**src/rtl/pixel_format_converter_assert.svh**
```systemverilog
// ----------------------------------------------------------------------------
// pixel format converter assertion macros
// wrappers that expand to concurrent assertions in simulation and to nothing
// in synthesis
// ----------------------------------------------------------------------------
`ifndef PIXEL_FORMAT_CONVERTER_ASSERT_SVH
`define PIXEL_FORMAT_CONVERTER_ASSERT_SVH

`ifndef SYNTHESIS

// antecedent implies consequent in the same cycle
`define PFC_ASSERT_SAME(label, ante, cons) \
    label: assert property (@(posedge i_clk) disable iff (!i_rst_n) \
        (ante) |-> (cons)) else $error("pfc check failed");

// antecedent implies consequent in the next cycle
`define PFC_ASSERT_NEXT(label, ante, cons) \
    label: assert property (@(posedge i_clk) disable iff (!i_rst_n) \
        (ante) |=> (cons)) else $error("pfc check failed");

`else

`define PFC_ASSERT_SAME(label, ante, cons)
`define PFC_ASSERT_NEXT(label, ante, cons)

`endif

`endif

```
**src/rtl/pfc_pkg.sv**
```systemverilog
// ----------------------------------------------------------------------------
// pfc_pkg
// shared types, format codes and helpers for the pixel format converter
// ----------------------------------------------------------------------------
package pfc_pkg;

    localparam int CHAN_W  = 8;
    localparam int FMT_W   = 3;
    localparam int SUM_W   = 10;
    localparam int CFG_IDX_W = 1;

    // reciprocal of three: (sum * 683) >> 11 is exact for sum <= 765
    localparam int RECIP_W     = 10;
    localparam int RECIP_SHIFT = 11;
    localparam int PROD_W      = SUM_W + RECIP_W;
    localparam logic [RECIP_W-1:0] RECIP3 = RECIP_W'(683);

    localparam logic [CHAN_W-1:0] ALPHA_OPAQUE = '1;

    typedef enum logic [FMT_W-1:0] {
        FMT_GRAY       = 3'd1,
        FMT_GRAY_ALPHA = 3'd2,
        FMT_RGB        = 3'd3,
        FMT_RGBA       = 3'd4
    } t_fmt;

    typedef enum logic [CFG_IDX_W-1:0] {
        CFG_SOURCE_FORMAT = 1'b0,
        CFG_TARGET_FORMAT = 1'b1
    } t_cfg_idx;

    // unpacked pixel after stage one
    typedef struct packed {
        logic [CHAN_W-1:0] red;
        logic [CHAN_W-1:0] green;
        logic [CHAN_W-1:0] blue;
        logic [CHAN_W-1:0] alpha;
        logic [SUM_W-1:0]  sum;
    } t_s1;

    // pixel with gray level after stage two
    typedef struct packed {
        logic [CHAN_W-1:0] red;
        logic [CHAN_W-1:0] green;
        logic [CHAN_W-1:0] blue;
        logic [CHAN_W-1:0] alpha;
        logic [CHAN_W-1:0] gray;
        logic [SUM_W-1:0]  sum;
    } t_s2;

    function automatic logic fmt_ok(input logic [FMT_W-1:0] fmt);
        return (fmt == FMT_GRAY) || (fmt == FMT_GRAY_ALPHA) ||
               (fmt == FMT_RGB) || (fmt == FMT_RGBA);
    endfunction

endpackage

```
**src/rtl/pixel_format_converter.sv**
```systemverilog
// ----------------------------------------------------------------------------
// pixel_format_converter
// converts 8-bit-per-channel pixels between gray, gray alpha, rgb and rgba
// ----------------------------------------------------------------------------
// Takes one pixel per clock while o_stall is low and returns one converted
// pixel per input pixel, in order, after it passes the register stages.
// The three register stages are: unpack (channel mapping, alpha default of 255,
// r+g+b sum), gray (floor of the sum over three, done as a 10-bit reciprocal
// multiply), and pack (placement per target format, unused channels zero).
// Formats are channel counts: 1 gray, 2 gray alpha, 3 rgb, 4 rgba; any other
// code in either format register gives an all-zero pixel. Format registers
// are written through the cfg port (index 0 source, index 1 target, reset rgb
// to rgba), which is always ready; write them only while no pixel is in flight.
// Each stage moves whenever it is empty or the one after it moves, so bubbles
// are squeezed out and a stalled output holds without losing or repeating a
// beat.
// ----------------------------------------------------------------------------
module pixel_format_converter (
    input  logic                            i_clk,
    input  logic                            i_rst_n,
    // pixel input channel
    input  logic                            i_valid,
    output logic                            o_stall,
    input  logic [pfc_pkg::CHAN_W-1:0]      i_in_chan0,
    input  logic [pfc_pkg::CHAN_W-1:0]      i_in_chan1,
    input  logic [pfc_pkg::CHAN_W-1:0]      i_in_chan2,
    input  logic [pfc_pkg::CHAN_W-1:0]      i_in_chan3,
    // pixel output channel
    output logic                            o_valid,
    input  logic                            i_stall,
    output logic [pfc_pkg::CHAN_W-1:0]      o_out_chan0,
    output logic [pfc_pkg::CHAN_W-1:0]      o_out_chan1,
    output logic [pfc_pkg::CHAN_W-1:0]      o_out_chan2,
    output logic [pfc_pkg::CHAN_W-1:0]      o_out_chan3,
    // config write channel
    input  logic                            i_cfg_valid,
    output logic                            o_cfg_ready,
    input  logic [pfc_pkg::CFG_IDX_W-1:0]   i_cfg_index,
    input  logic [pfc_pkg::FMT_W-1:0]       i_cfg_data
);
    import pfc_pkg::*;

    `include "pixel_format_converter_assert.svh"

    // format registers
    logic [FMT_W-1:0] r_src_fmt;
    logic [FMT_W-1:0] r_tgt_fmt;

    // stage valid bits
    logic r_v1, r_v2, r_v3;
    logic n_v1, n_v2, n_v3;

    // a stage may load when it is empty or its content moves on
    logic adv1, adv2, adv3;

    t_s1 s1;
    t_s2 s2;

    // sum check for the gray stage
    logic [SUM_W-1:0] gray_x3;
    logic             div_ok;

    assign o_cfg_ready = 1'b1;

    always_ff @(posedge i_clk) begin
        if (!i_rst_n) begin
            r_src_fmt <= FMT_RGB;
            r_tgt_fmt <= FMT_RGBA;
        end else if (i_cfg_valid) begin
            unique case (i_cfg_index)
                CFG_SOURCE_FORMAT: r_src_fmt <= i_cfg_data;
                CFG_TARGET_FORMAT: r_tgt_fmt <= i_cfg_data;
                default:           r_src_fmt <= r_src_fmt;
            endcase
        end
    end

    // ready chain from the output back to the input
    assign adv3    = !r_v3 || !i_stall;
    assign adv2    = !r_v2 || adv3;
    assign adv1    = !r_v1 || adv2;
    assign o_stall = !adv1;

    always_comb begin
        n_v1 = adv1 ? i_valid : r_v1;
        n_v2 = adv2 ? r_v1    : r_v2;
        n_v3 = adv3 ? r_v2    : r_v3;
    end

    always_ff @(posedge i_clk) begin
        if (!i_rst_n) begin
            r_v1 <= 1'b0;
            r_v2 <= 1'b0;
            r_v3 <= 1'b0;
        end else begin
            r_v1 <= n_v1;
            r_v2 <= n_v2;
            r_v3 <= n_v3;
        end
    end

    pfc_unpack u_unpack (
        .i_clk     (i_clk),
        .i_load    (adv1),
        .i_src_fmt (r_src_fmt),
        .i_chan0   (i_in_chan0),
        .i_chan1   (i_in_chan1),
        .i_chan2   (i_in_chan2),
        .i_chan3   (i_in_chan3),
        .o_s1      (s1)
    );

    pfc_div3 u_div3 (
        .i_clk  (i_clk),
        .i_load (adv2),
        .i_s1   (s1),
        .o_s2   (s2)
    );

    pfc_pack u_pack (
        .i_clk     (i_clk),
        .i_load    (adv3),
        .i_src_fmt (r_src_fmt),
        .i_tgt_fmt (r_tgt_fmt),
        .i_s2      (s2),
        .o_chan0   (o_out_chan0),
        .o_chan1   (o_out_chan1),
        .o_chan2   (o_out_chan2),
        .o_chan3   (o_out_chan3)
    );

    assign o_valid = r_v3;

    // gray must satisfy 3*gray <= sum < 3*gray + 3
    assign gray_x3 = SUM_W'(s2.gray) * SUM_W'(3);
    assign div_ok  = (gray_x3 <= s2.sum) && ((s2.sum - gray_x3) < SUM_W'(3));

    `PFC_ASSERT_SAME(a_gray_quotient, r_v2, div_ok)
    `PFC_ASSERT_NEXT(a_out_beat_kept, r_v3 && i_stall, r_v3)
    `PFC_ASSERT_SAME(a_no_take_when_full, r_v1 && r_v2 && r_v3 && i_stall, o_stall)
    `PFC_ASSERT_NEXT(a_bubble_fills, !r_v2 && r_v1, r_v2)

endmodule

```
**src/rtl/pfc_unpack.sv**
```systemverilog
// ----------------------------------------------------------------------------
// pfc_unpack
// stage one: maps source channels to red, green, blue, alpha and sums color
// ----------------------------------------------------------------------------
module pfc_unpack (
    input  logic                        i_clk,
    input  logic                        i_load,
    input  logic [pfc_pkg::FMT_W-1:0]   i_src_fmt,
    input  logic [pfc_pkg::CHAN_W-1:0]  i_chan0,
    input  logic [pfc_pkg::CHAN_W-1:0]  i_chan1,
    input  logic [pfc_pkg::CHAN_W-1:0]  i_chan2,
    input  logic [pfc_pkg::CHAN_W-1:0]  i_chan3,
    output pfc_pkg::t_s1                o_s1
);
    import pfc_pkg::*;

    t_s1 r_s1;
    t_s1 n_s1;

    always_comb begin
        n_s1 = r_s1;
        unique case (i_src_fmt) inside
            FMT_GRAY, FMT_GRAY_ALPHA: begin
                n_s1.red   = i_chan0;
                n_s1.green = i_chan0;
                n_s1.blue  = i_chan0;
                n_s1.alpha = (i_src_fmt == FMT_GRAY_ALPHA) ? i_chan1 : ALPHA_OPAQUE;
            end
            default: begin
                // color source, also covers bad codes (zeroed at the output)
                n_s1.red   = i_chan0;
                n_s1.green = i_chan1;
                n_s1.blue  = i_chan2;
                n_s1.alpha = (i_src_fmt == FMT_RGBA) ? i_chan3 : ALPHA_OPAQUE;
            end
        endcase
        n_s1.sum = SUM_W'(n_s1.red) + SUM_W'(n_s1.green) + SUM_W'(n_s1.blue);
    end

    always_ff @(posedge i_clk) begin
        if (i_load) begin
            r_s1 <= n_s1;
        end
    end

    assign o_s1 = r_s1;

endmodule

```
**src/rtl/pfc_div3.sv**
```systemverilog
// ----------------------------------------------------------------------------
// pfc_div3
// stage two: gray level as floor(sum / 3) by reciprocal multiply
// ----------------------------------------------------------------------------
module pfc_div3 (
    input  logic         i_clk,
    input  logic         i_load,
    input  pfc_pkg::t_s1 i_s1,
    output pfc_pkg::t_s2 o_s2
);
    import pfc_pkg::*;

    t_s2                r_s2;
    t_s2                n_s2;
    logic [PROD_W-1:0]  prod;

    always_comb begin
        prod        = PROD_W'(i_s1.sum) * PROD_W'(RECIP3);
        n_s2.red    = i_s1.red;
        n_s2.green  = i_s1.green;
        n_s2.blue   = i_s1.blue;
        n_s2.alpha  = i_s1.alpha;
        n_s2.sum    = i_s1.sum;
        n_s2.gray   = prod[RECIP_SHIFT +: CHAN_W];
    end

    always_ff @(posedge i_clk) begin
        if (i_load) begin
            r_s2 <= n_s2;
        end
    end

    assign o_s2 = r_s2;

endmodule

```
**src/rtl/pfc_pack.sv**
```systemverilog
// ----------------------------------------------------------------------------
// pfc_pack
// stage three: places channels for the target format, zeros unused ones
// ----------------------------------------------------------------------------
module pfc_pack (
    input  logic                        i_clk,
    input  logic                        i_load,
    input  logic [pfc_pkg::FMT_W-1:0]   i_src_fmt,
    input  logic [pfc_pkg::FMT_W-1:0]   i_tgt_fmt,
    input  pfc_pkg::t_s2                i_s2,
    output logic [pfc_pkg::CHAN_W-1:0]  o_chan0,
    output logic [pfc_pkg::CHAN_W-1:0]  o_chan1,
    output logic [pfc_pkg::CHAN_W-1:0]  o_chan2,
    output logic [pfc_pkg::CHAN_W-1:0]  o_chan3
);
    import pfc_pkg::*;

    logic [CHAN_W-1:0] r_chan0, r_chan1, r_chan2, r_chan3;
    logic [CHAN_W-1:0] n_chan0, n_chan1, n_chan2, n_chan3;

    always_comb begin
        n_chan0 = '0;
        n_chan1 = '0;
        n_chan2 = '0;
        n_chan3 = '0;
        if (fmt_ok(i_src_fmt)) begin
            unique case (i_tgt_fmt)
                FMT_GRAY: begin
                    n_chan0 = i_s2.gray;
                end
                FMT_GRAY_ALPHA: begin
                    n_chan0 = i_s2.gray;
                    n_chan1 = i_s2.alpha;
                end
                FMT_RGB: begin
                    n_chan0 = i_s2.red;
                    n_chan1 = i_s2.green;
                    n_chan2 = i_s2.blue;
                end
                FMT_RGBA: begin
                    n_chan0 = i_s2.red;
                    n_chan1 = i_s2.green;
                    n_chan2 = i_s2.blue;
                    n_chan3 = i_s2.alpha;
                end
                default: begin
                    n_chan0 = '0;
                end
            endcase
        end
    end

    always_ff @(posedge i_clk) begin
        if (i_load) begin
            r_chan0 <= n_chan0;
            r_chan1 <= n_chan1;
            r_chan2 <= n_chan2;
            r_chan3 <= n_chan3;
        end
    end

    assign o_chan0 = r_chan0;
    assign o_chan1 = r_chan1;
    assign o_chan2 = r_chan2;
    assign o_chan3 = r_chan3;

endmodule

```
**config.mk**
```make
export PLATFORM = sky130hd
export DESIGN_NAME = pixel_format_converter
export DESIGN_NICKNAME = d
export VERILOG_FILES = /design/src/rtl/pfc_pkg.sv /design/src/rtl/pixel_format_converter.sv /design/src/rtl/pfc_unpack.sv /design/src/rtl/pfc_div3.sv /design/src/rtl/pfc_pack.sv
export VERILOG_INCLUDE_DIRS = /design/src /design/src/rtl
export SDC_FILE = /design/constraint.sdc
export NUM_CORES = 1
export LEC_CHECK = 0
export BUFFER_PORTS_ARGS = -buffer_cell sky130_fd_sc_hd__buf_2
export CORE_ASPECT_RATIO = 0.6
export CORE_MARGIN = 8
export CORE_UTILIZATION = 64
export DETAILED_ROUTE_END_ITERATION = 8
export PLACE_DENSITY = 0.86
export SYNTH_ARGS = -nofsm -noshare
export SYNTH_HDL_FRONTEND = slang
export SYNTH_HIERARCHICAL = 1
export SYNTH_SLANG_ARGS = --single-unit
export TNS_END_PERCENT = 5
```
**constraint.sdc**
```tcl
create_clock -name i_clk -period 7.52 [get_ports i_clk]
set_input_delay 2.256 -clock i_clk [delete_from_list [all_inputs] [get_ports i_clk]]
set_output_delay 2.256 -clock i_clk [all_outputs]
set_load 0.1 [all_outputs]
```
==> impl_metrics.yaml, run 1 <==
run_status:
  status: "finished clean"
worst_setup_path:
  worst_setup_path_start_kind: "input port"
  critPathCaptureType: "primary output"
  worst_ep_arrival_time_ns: 3.43
  r2r_end: "u_div3/o_s2[13]"
  r2r_cells: 16
  crit_fanout: 42
  reg2reg_slack_ns: 2.69
  crit_type: "in2out"
  r2r-start: "u_unpack/o_s1[7]"
  required_ns: 5.26
routing:
  drtPass1Iterations: 5
  detail_route.iter0.violations: 425
  routedWlPerCell_um: 20.2
  vias: 4295
  wl_um: 15000
  route.detailed.drc: 0
  antenna_left: 0
  viasPerCell: 5.79
layout:
  area_delta_synth_final_pct: 15.7
  final_cell_area_mm2: 0.00788
  fill_cells: 609
  nets: 726
  drive_above_1_share_pct: 21.6
  layout_common_cells: "edfxtp_1 (114), inv_1 (84), buf_2 (74)"
  final_common_cell: "edfxtp_1"
  n_antenna_cell: 0
placement:
  place_hpwl_um: 10800
  io_buffers: 74
  placed_area_mm2: 0.00730
  finalWeightedCongestion: 0.917
worst_hold_path:
  min_to: "u_div3/o_s2[46]"
  worstHoldPathType: "reg2reg"
  worstHoldPathCells: 0
  min-delay-start: "u_unpack/o_s1[38]"
die:
  die-area_mm2: 0.0143
  core_mm2: 0.0105
  fp.dieW_um: 149
  ios: 76
  start_util_pct: 65.1
  chipHeight_um: 95.9
  rows: 29
clock_network:
  clk_latency_ns: 0.40
  cts_sinks: 123
  clock_path_buffers: 2
  hold_buffers: 0
  root_buffer: "clkbuf_16"
  cts_tree: "built"
  numCtsBuffers: 17
  postCtsResizedCells: 0
  cts.clk_slew.worst_paths_ns: 0.06
  h-tree-depth: 4
  postCtsSetupBuffers: 0
run:
  cap_violations: 0
synth:
  avgSynthCellArea_um2: 13.6
  synthCells: 501
  syn_nets: 637
  yosys_warnings: 6
  synth_area_mm2: 0.00681
sta:
  drv_slew: 0
  period_needed_ns: 5.69
  setup_viol_count_final: 0
  relSlewSlack_pct: 24.7
  period_share_pct: 75.6
  tightest_slew_ns: 1.12
  finalHoldViolCount: 0
  fin_setup_tns_ns: 0
  fmax_mhz: 176
  grt_setup_unrepaired: "no"
  skew_ns: 0.00920
global_route:
  grt_pass1_wl_um: 23100
  grt_antenna_before_repair: 0
  grt_overflow_total: 0
  grt_pass1_vias: 4483
  grt_max_degree: 43
  grt_usage_pct: 21.7
layout make-up:
class	count	area, um2	area share (%)
Inverter	85	320	4.07
Clock inverter	15	148	1.87
Multi-Input combinational cell	286	2810	35.7
Clock buffer	17	425	5.40
Sequential cell	123	3600	45.8
Timing Repair Buffer	77	393	4.99
Tap cell	139	174	2.21
per-stage QoR:
stage	worst slack [ns]	hold slack, ns	utilization (%)	instances
floorplan	0.812	0.400	-	501
global placement	1.86	0.402	69.9	710
detailed placement	1.82	0.405	69.9	710
CTS	1.82	0.418	75.4	742
global route	1.73	0.422	75.4	742
finish	1.83	0.417	75.4	742
how the worst max path moves through the flow:
stage                     startpoint      end  slack [ns]  cells after the start
final                        i_stall  o_stall        1.83                      5
after global routing         i_stall  o_stall        1.73                      5
after CTS                    i_stall  o_stall        1.82                      5
after detailed placement     i_stall  o_stall        1.82                      5
after global placement       i_stall  o_stall        1.86                      5
after floorplan              i_stall  o_stall        0.81                      2
per-layer routing:
| layer | vias up | track usage, % | wire (um) |
|---|---|---|---|
| met5 | - | 0 | 0 |
| met4 | 0 | 7.85 | 320 |
| met3 | 28 | 6.38 | 1280 |
| met2 | 219 | 35.7 | 7090 |
| met1 | 2079 | 27.2 | 6270 |
| li1 | 1969 | - | - |
critical path: stages:
cell     delay, ns
buf_2         0.11
nand3_2       0.07
buf_4         0.29
nor2_1        0.23
buf_2         0.46
sequential cells by signal (all words and copies together) (netlist names), 3 cells and up:
name / flops
u_pack/o_chan3: 8
u_pack/o_chan2: 8
u_pack/o_chan1: 8
u_pack/o_chan0: 8
r_tgt_fmt: 3
u_div3/o_s2: 40
r_src_fmt: 3
u_unpack/o_s1: 42
Power of run 1 is left out: the tool's default activity adds up to more than one toggle a clock period on the data nets, which glitch-free logic cannot reach.
==> run 2, diff against run 1 <==
--- a/config.mk
+++ b/config.mk
@@ -9,9 +9,9 @@
 export BUFFER_PORTS_ARGS = -buffer_cell sky130_fd_sc_hd__buf_2
 export CORE_ASPECT_RATIO = 0.6
 export CORE_MARGIN = 8
-export CORE_UTILIZATION = 64
+export CORE_UTILIZATION = 54
 export DETAILED_ROUTE_END_ITERATION = 8
-export PLACE_DENSITY = 0.86
+export PLACE_DENSITY = 0.77
 export SYNTH_ARGS = -nofsm -noshare
 export SYNTH_HDL_FRONTEND = slang
 export SYNTH_HIERARCHICAL = 1
==> constraint.sdc (replaced) <==
create_clock -name i_clk -period 5 [get_ports i_clk]
set_input_delay 1.5 -clock i_clk [delete_from_list [all_inputs] [get_ports i_clk]]
set_output_delay 1.5 -clock i_clk [all_outputs]
set_load 0.1 [all_outputs]
==> impl_metrics.yaml, run 2 (same netlist as run 1, synthesis figures left out) <==
run_status:
  status: "finished clean"
worst_setup_path:
  required_ns: 5.15
  r2r_end: "u_div3/o_s2[17]"
  reg2reg_slack_ns: 0.41
  worst_ep_arrival_time_ns: 4.74
  crit_type: "reg2reg"
  critPathCaptureType: "flip-flop"
  crit_fanout: 4
  r2r-start: "u_unpack/o_s1[4]"
  r2r_cells: 14
  worst_setup_path_start_kind: "flip-flop"
layout:
  fill_cells: 898
  layout_common_cells: "edfxtp_1 (114), inv_1 (84), buf_2 (74)"
  seq_area_mm2: 0.00360
  multi_input_area_mm2: 0.00282
  largest_reg_flops: 42
  final_common_cell: "edfxtp_1"
  drive_above_1_share_pct: 21.9
  nets: 726
  n_antenna_cell: 0
  area_delta_synth_final_pct: 16.8
clock_network:
  clock_path_buffers: 2
  postCtsSetupBuffers: 0
  cts_sinks: 123
  root_buffer: "clkbuf_16"
  h-tree-depth: 4
  postCtsResizedCells: 0
  cts.clk_slew.worst_paths_ns: 0.06
  clk_latency_ns: 0.41
  cts_tree: "built"
  numCtsBuffers: 17
  hold_buffers: 0
global_route:
  grt_antenna_before_repair: 0
  grt_pass1_vias: 4278
  grt_usage_pct: 17.9
  grt_pass1_wl_um: 22600
  grt_max_degree: 42
  grt_overflow_total: 0
die:
  chipHeight_um: 103
  rows: 31
  ios: 76
  core_mm2: 0.0122
  die-area_mm2: 0.0166
  start_util_pct: 55.9
  fp.dieW_um: 161
placement:
  finalWeightedCongestion: 0.958
  place_hpwl_um: 11200
  io_buffers: 74
routing:
  viasPerCell: 5.41
  detail_route.iter0.violations: 307
  antenna_left: 0
  route.detailed.drc: 0
  wl_um: 14400
  vias: 4155
  drtPass1Iterations: 5
  routedWlPerCell_um: 18.8
worst_hold_path:
  min-delay-start: "u_unpack/o_s1[40]"
  worstHoldPathType: "reg2reg"
  min_to: "u_div3/o_s2[48]"
  worstHoldPathCells: 0
sta:
  relSlewSlack_pct: 20.7
  skew_ns: 0.00908
  period_share_pct: 91.8
  finalHoldViolCount: 0
  drv_slew: 0
  tightest_slew_ns: 1.19
  fmax_mhz: 218
  period_needed_ns: 4.59
  grt_setup_unrepaired: "no"
  fin_setup_tns_ns: 0
  setup_viol_count_final: 0
run:
  cap_violations: 0
## run 2: cell count changes in the layout (fill, tap and decap cells not counted)
cell,before,now
inv_8,0,1
nor2_2,0,1
clkinvlp_4,4,2
inv_6,2,5
clkinv_2,4,2
clkinv_1,2,1
bufinv_16,2,3
nor2_1,8,7
## run 2: worst max path at each step
stage | from | to | slack (ns) | depth (start not counted)
2_1_floorplan | i_stall | o_stall | 0.28 | 2
3_3_place_gp | u_unpack/o_s1[4] | u_div3/o_s2[17] | 0.47 | 14
3_5_place_dp | u_unpack/o_s1[4] | u_div3/o_s2[17] | 0.43 | 14
4_1_cts | u_unpack/o_s1[4] | u_div3/o_s2[17] | 0.42 | 14
5_1_grt | u_unpack/o_s1[4] | u_div3/o_s2[17] | 0.21 | 14
6_report | u_unpack/o_s1[4] | u_div3/o_s2[17] | 0.41 | 14
## run 2: worst max-delay path, stage by stage, from the launching register on
cell	delay, ns
edfxtp_1	0.47
ha_1	0.35
inv_1	0.08
fa_1	0.50
fa_1	0.53
inv_1	0.06
fa_1	0.45
ha_1	0.32
ha_1	0.36
a21oi_2	0.20
o32ai_1	0.12
or3_1	0.33
a221o_1	0.30
a31oi_1	0.17
xnor2_1	0.08
## run 2: per-layer routing
layer | share of wire, % | GRT usage, %
met1 | 49 | 25.4
met2 | 41 | 25.5
met3 | 8.4 | 5.74
met4 | 1.1 | 6.02
met5 | 0 | 0
## run 2: layout make-up
type,instances,area share (%)
flip-flops and latches,123,45.3
clock buffers,17,5.35
inverters,85,4.03
well taps,165,2.60
multi-input cells,286,35.4
repair buffers,77,4.94
clock inverters,15,2.34
## run 2: metrics by stage
| stage | area [um2] | setup slack (ns) | instances | hold WS (ns) | util (%) |
|---|---|---|---|---|---|
| 3_5_place_dp | 7340 | 0.435 | 736 | 0.405 | 60.3 |
| 5_1_grt | 7950 | 0.211 | 768 | 0.417 | 65.3 |
| 3_3_place_gp | 7340 | 0.465 | 736 | 0.403 | 60.3 |
| 4_1_cts | 7950 | 0.416 | 768 | 0.410 | 65.3 |
| 6_report | 7950 | 0.410 | 768 | 0.407 | 65.3 |
| 2_1_floorplan | 6810 | 0.283 | 501 | 0.400 | - |
Power of run 2 is left out for the same reason.
==> run 3, diff against run 2 <==
--- a/config.mk
+++ b/config.mk
@@ -6,6 +6,7 @@
 export SDC_FILE = /design/constraint.sdc
 export NUM_CORES = 1
 export LEC_CHECK = 0
+export ABC_AREA = 1
 export BUFFER_PORTS_ARGS = -buffer_cell sky130_fd_sc_hd__buf_2
 export CORE_ASPECT_RATIO = 0.6
 export CORE_MARGIN = 8
==> impl_metrics.yaml, run 3 <==
global_route:
  use_met1_pct: 28.9
  grt_antenna_before_repair: 1
  grt_use_met2_pct: 28.5
  grt_pass1_vias: 5095
  grt_overflow_total: 0
  grt_usage_pct: 19.8
  use_met3_pct: 4.94
  top_usage_layer: "met1"
  grt_max_degree: 44
  grt_pass1_wl_um: 26300
synth:
  synth_area_mm2: 0.00710
  syn_nets: 814
  avgSynthCellArea_um2: 10.5
  yosys_warnings: 6
  synthCells: 678
sta:
  drv_slew: 0
  fmax_mhz: 239
  relSlewSlack_pct: 30.4
  tightest_slew_ns: 1.04
  grt_setup_unrepaired: "no"
  skew_ns: 0.00519
  period_needed_ns: 4.19
  period_share_pct: 83.8
  fin_setup_tns_ns: 0
  finalHoldViolCount: 0
  setup_viol_count_final: 0
routing:
  antenna_left: 0
  wl_um: 16400
  viasPerCell: 5.21
  route.detailed.drc: 0
  vias: 4945
  drtPass1Iterations: 5
  routedWlPerCell_um: 17.3
  detail_route.iter0.violations: 462
worst_setup_path:
  worst_setup_path_start_kind: "flip-flop"
  cp_slowest_cell: "fa_1"
  path_depth: 16
  path_cells: "ha_1 > inv_1 > fa_1 > fa_1 > inv_1 > fa_1 > ha_1 > ha_1 > a21oi_1 > nor2_1 > nor2_1 > nor2_1 > nor2_1 > nand2_1 > nand2_1 > nand2_1"
  cp.buffers_inverters: 2
  worst_ep_arrival_time_ns: 4.36
  r2r_cells: 16
  reg2reg_slack_ns: 0.81
  crit_family: "adder cells"
  slowest_delay_ns: 0.53
  critPathCaptureType: "flip-flop"
  crit_top_cell: "nor2_1"
  crit_type: "reg2reg"
  required_ns: 5.17
  crit_fanout: 5
clock_network:
  h-tree-depth: 4
  postCtsResizedCells: 0
  hold_buffers: 0
  postCtsSetupBuffers: 0
  numCtsBuffers: 17
  cts.clk_slew.worst_paths_ns: 0.06
  root_buffer: "clkbuf_16"
  clk_latency_ns: 0.41
  cts_sinks: 123
  cts_tree: "built"
  clock_path_buffers: 2
die:
  core_mm2: 0.0129
  fp.dieW_um: 164
  die-area_mm2: 0.0172
  ios: 76
  chipHeight_um: 105
  start_util_pct: 55.3
  rows: 32
layout:
  area_delta_synth_final_pct: 16.1
  layout_common_cells: "inv_1 (137), nand2_1 (129), edfxtp_1 (114)"
  drive_above_1_share_pct: 17.6
  largest_reg_flops: 42
  n_antenna_cell: 0
  final_common_cell: "inv_1"
  nets: 903
run_status:
  status: "finished clean"
placement:
  place_hpwl_um: 12700
  io_buffers: 74
  finalWeightedCongestion: 0.856
run:
  cap_violations: 0
worst_hold_path:
  worstHoldPathType: "reg2reg"
  worstHoldPathCells: 0
-- run 3: metal layers --
layer  routed length [um]  up-vias  share of wire [%]
met2                 6950      196                 42
met5                    0        -                  0
met4                  153        0               0.93
met3                 1200       17                7.3
li1                     -     2400                  -
met1                 8090     2332                 49
-- run 3: through the flow --
step | utilization [%] | setup slack (ns) | hold WS (ns) | std cells | cell area, um2
detailed placement | 59.8 | 0.843 | 0.405 | 918 | 7680
global placement | 59.8 | 0.833 | 0.401 | 918 | 7680
floorplan | - | 0.175 | 0.400 | 678 | 7100
CTS | 64.2 | 0.828 | 0.418 | 950 | 8250
global route | 64.2 | 0.555 | 0.421 | 950 | 8250
finish | 64.2 | 0.809 | 0.417 | 950 | 8250
-- run 3: worst register-to-register path, cell delays in order (launching register included) --
cell and delay, ns:
edfxtp_1 0.51, ha_1 0.37, inv_1 0.13, fa_1 0.50
fa_1 0.53, inv_1 0.05, fa_1 0.40, ha_1 0.29
ha_1 0.36, a21oi_1 0.23, nor2_1 0.06, nor2_1 0.14
nor2_1 0.06, nor2_1 0.15, nand2_1 0.07, nand2_1 0.05
nand2_1 0.04
-- run 3: worst paths after layout --
kind | startpoint | to
max | u_unpack/o_s1[1] | u_div3/o_s2[17]
min | u_unpack/o_s1[29] | u_div3/o_s2[37]
max reg2reg | u_unpack/o_s1[1] | u_div3/o_s2[17]
min reg2reg | u_unpack/o_s1[29] | u_div3/o_s2[37]
-- run 3: layout make-up --
type,count,area (um2)
inverter,143,537
sequential,123,3600
timing repair buffer,76,400
fill,985,4600
clock inverter,15,143
tap,170,213
multi-input combinational,406,2930
clock buffer,17,425
Power of run 3 is left out for the same reason.
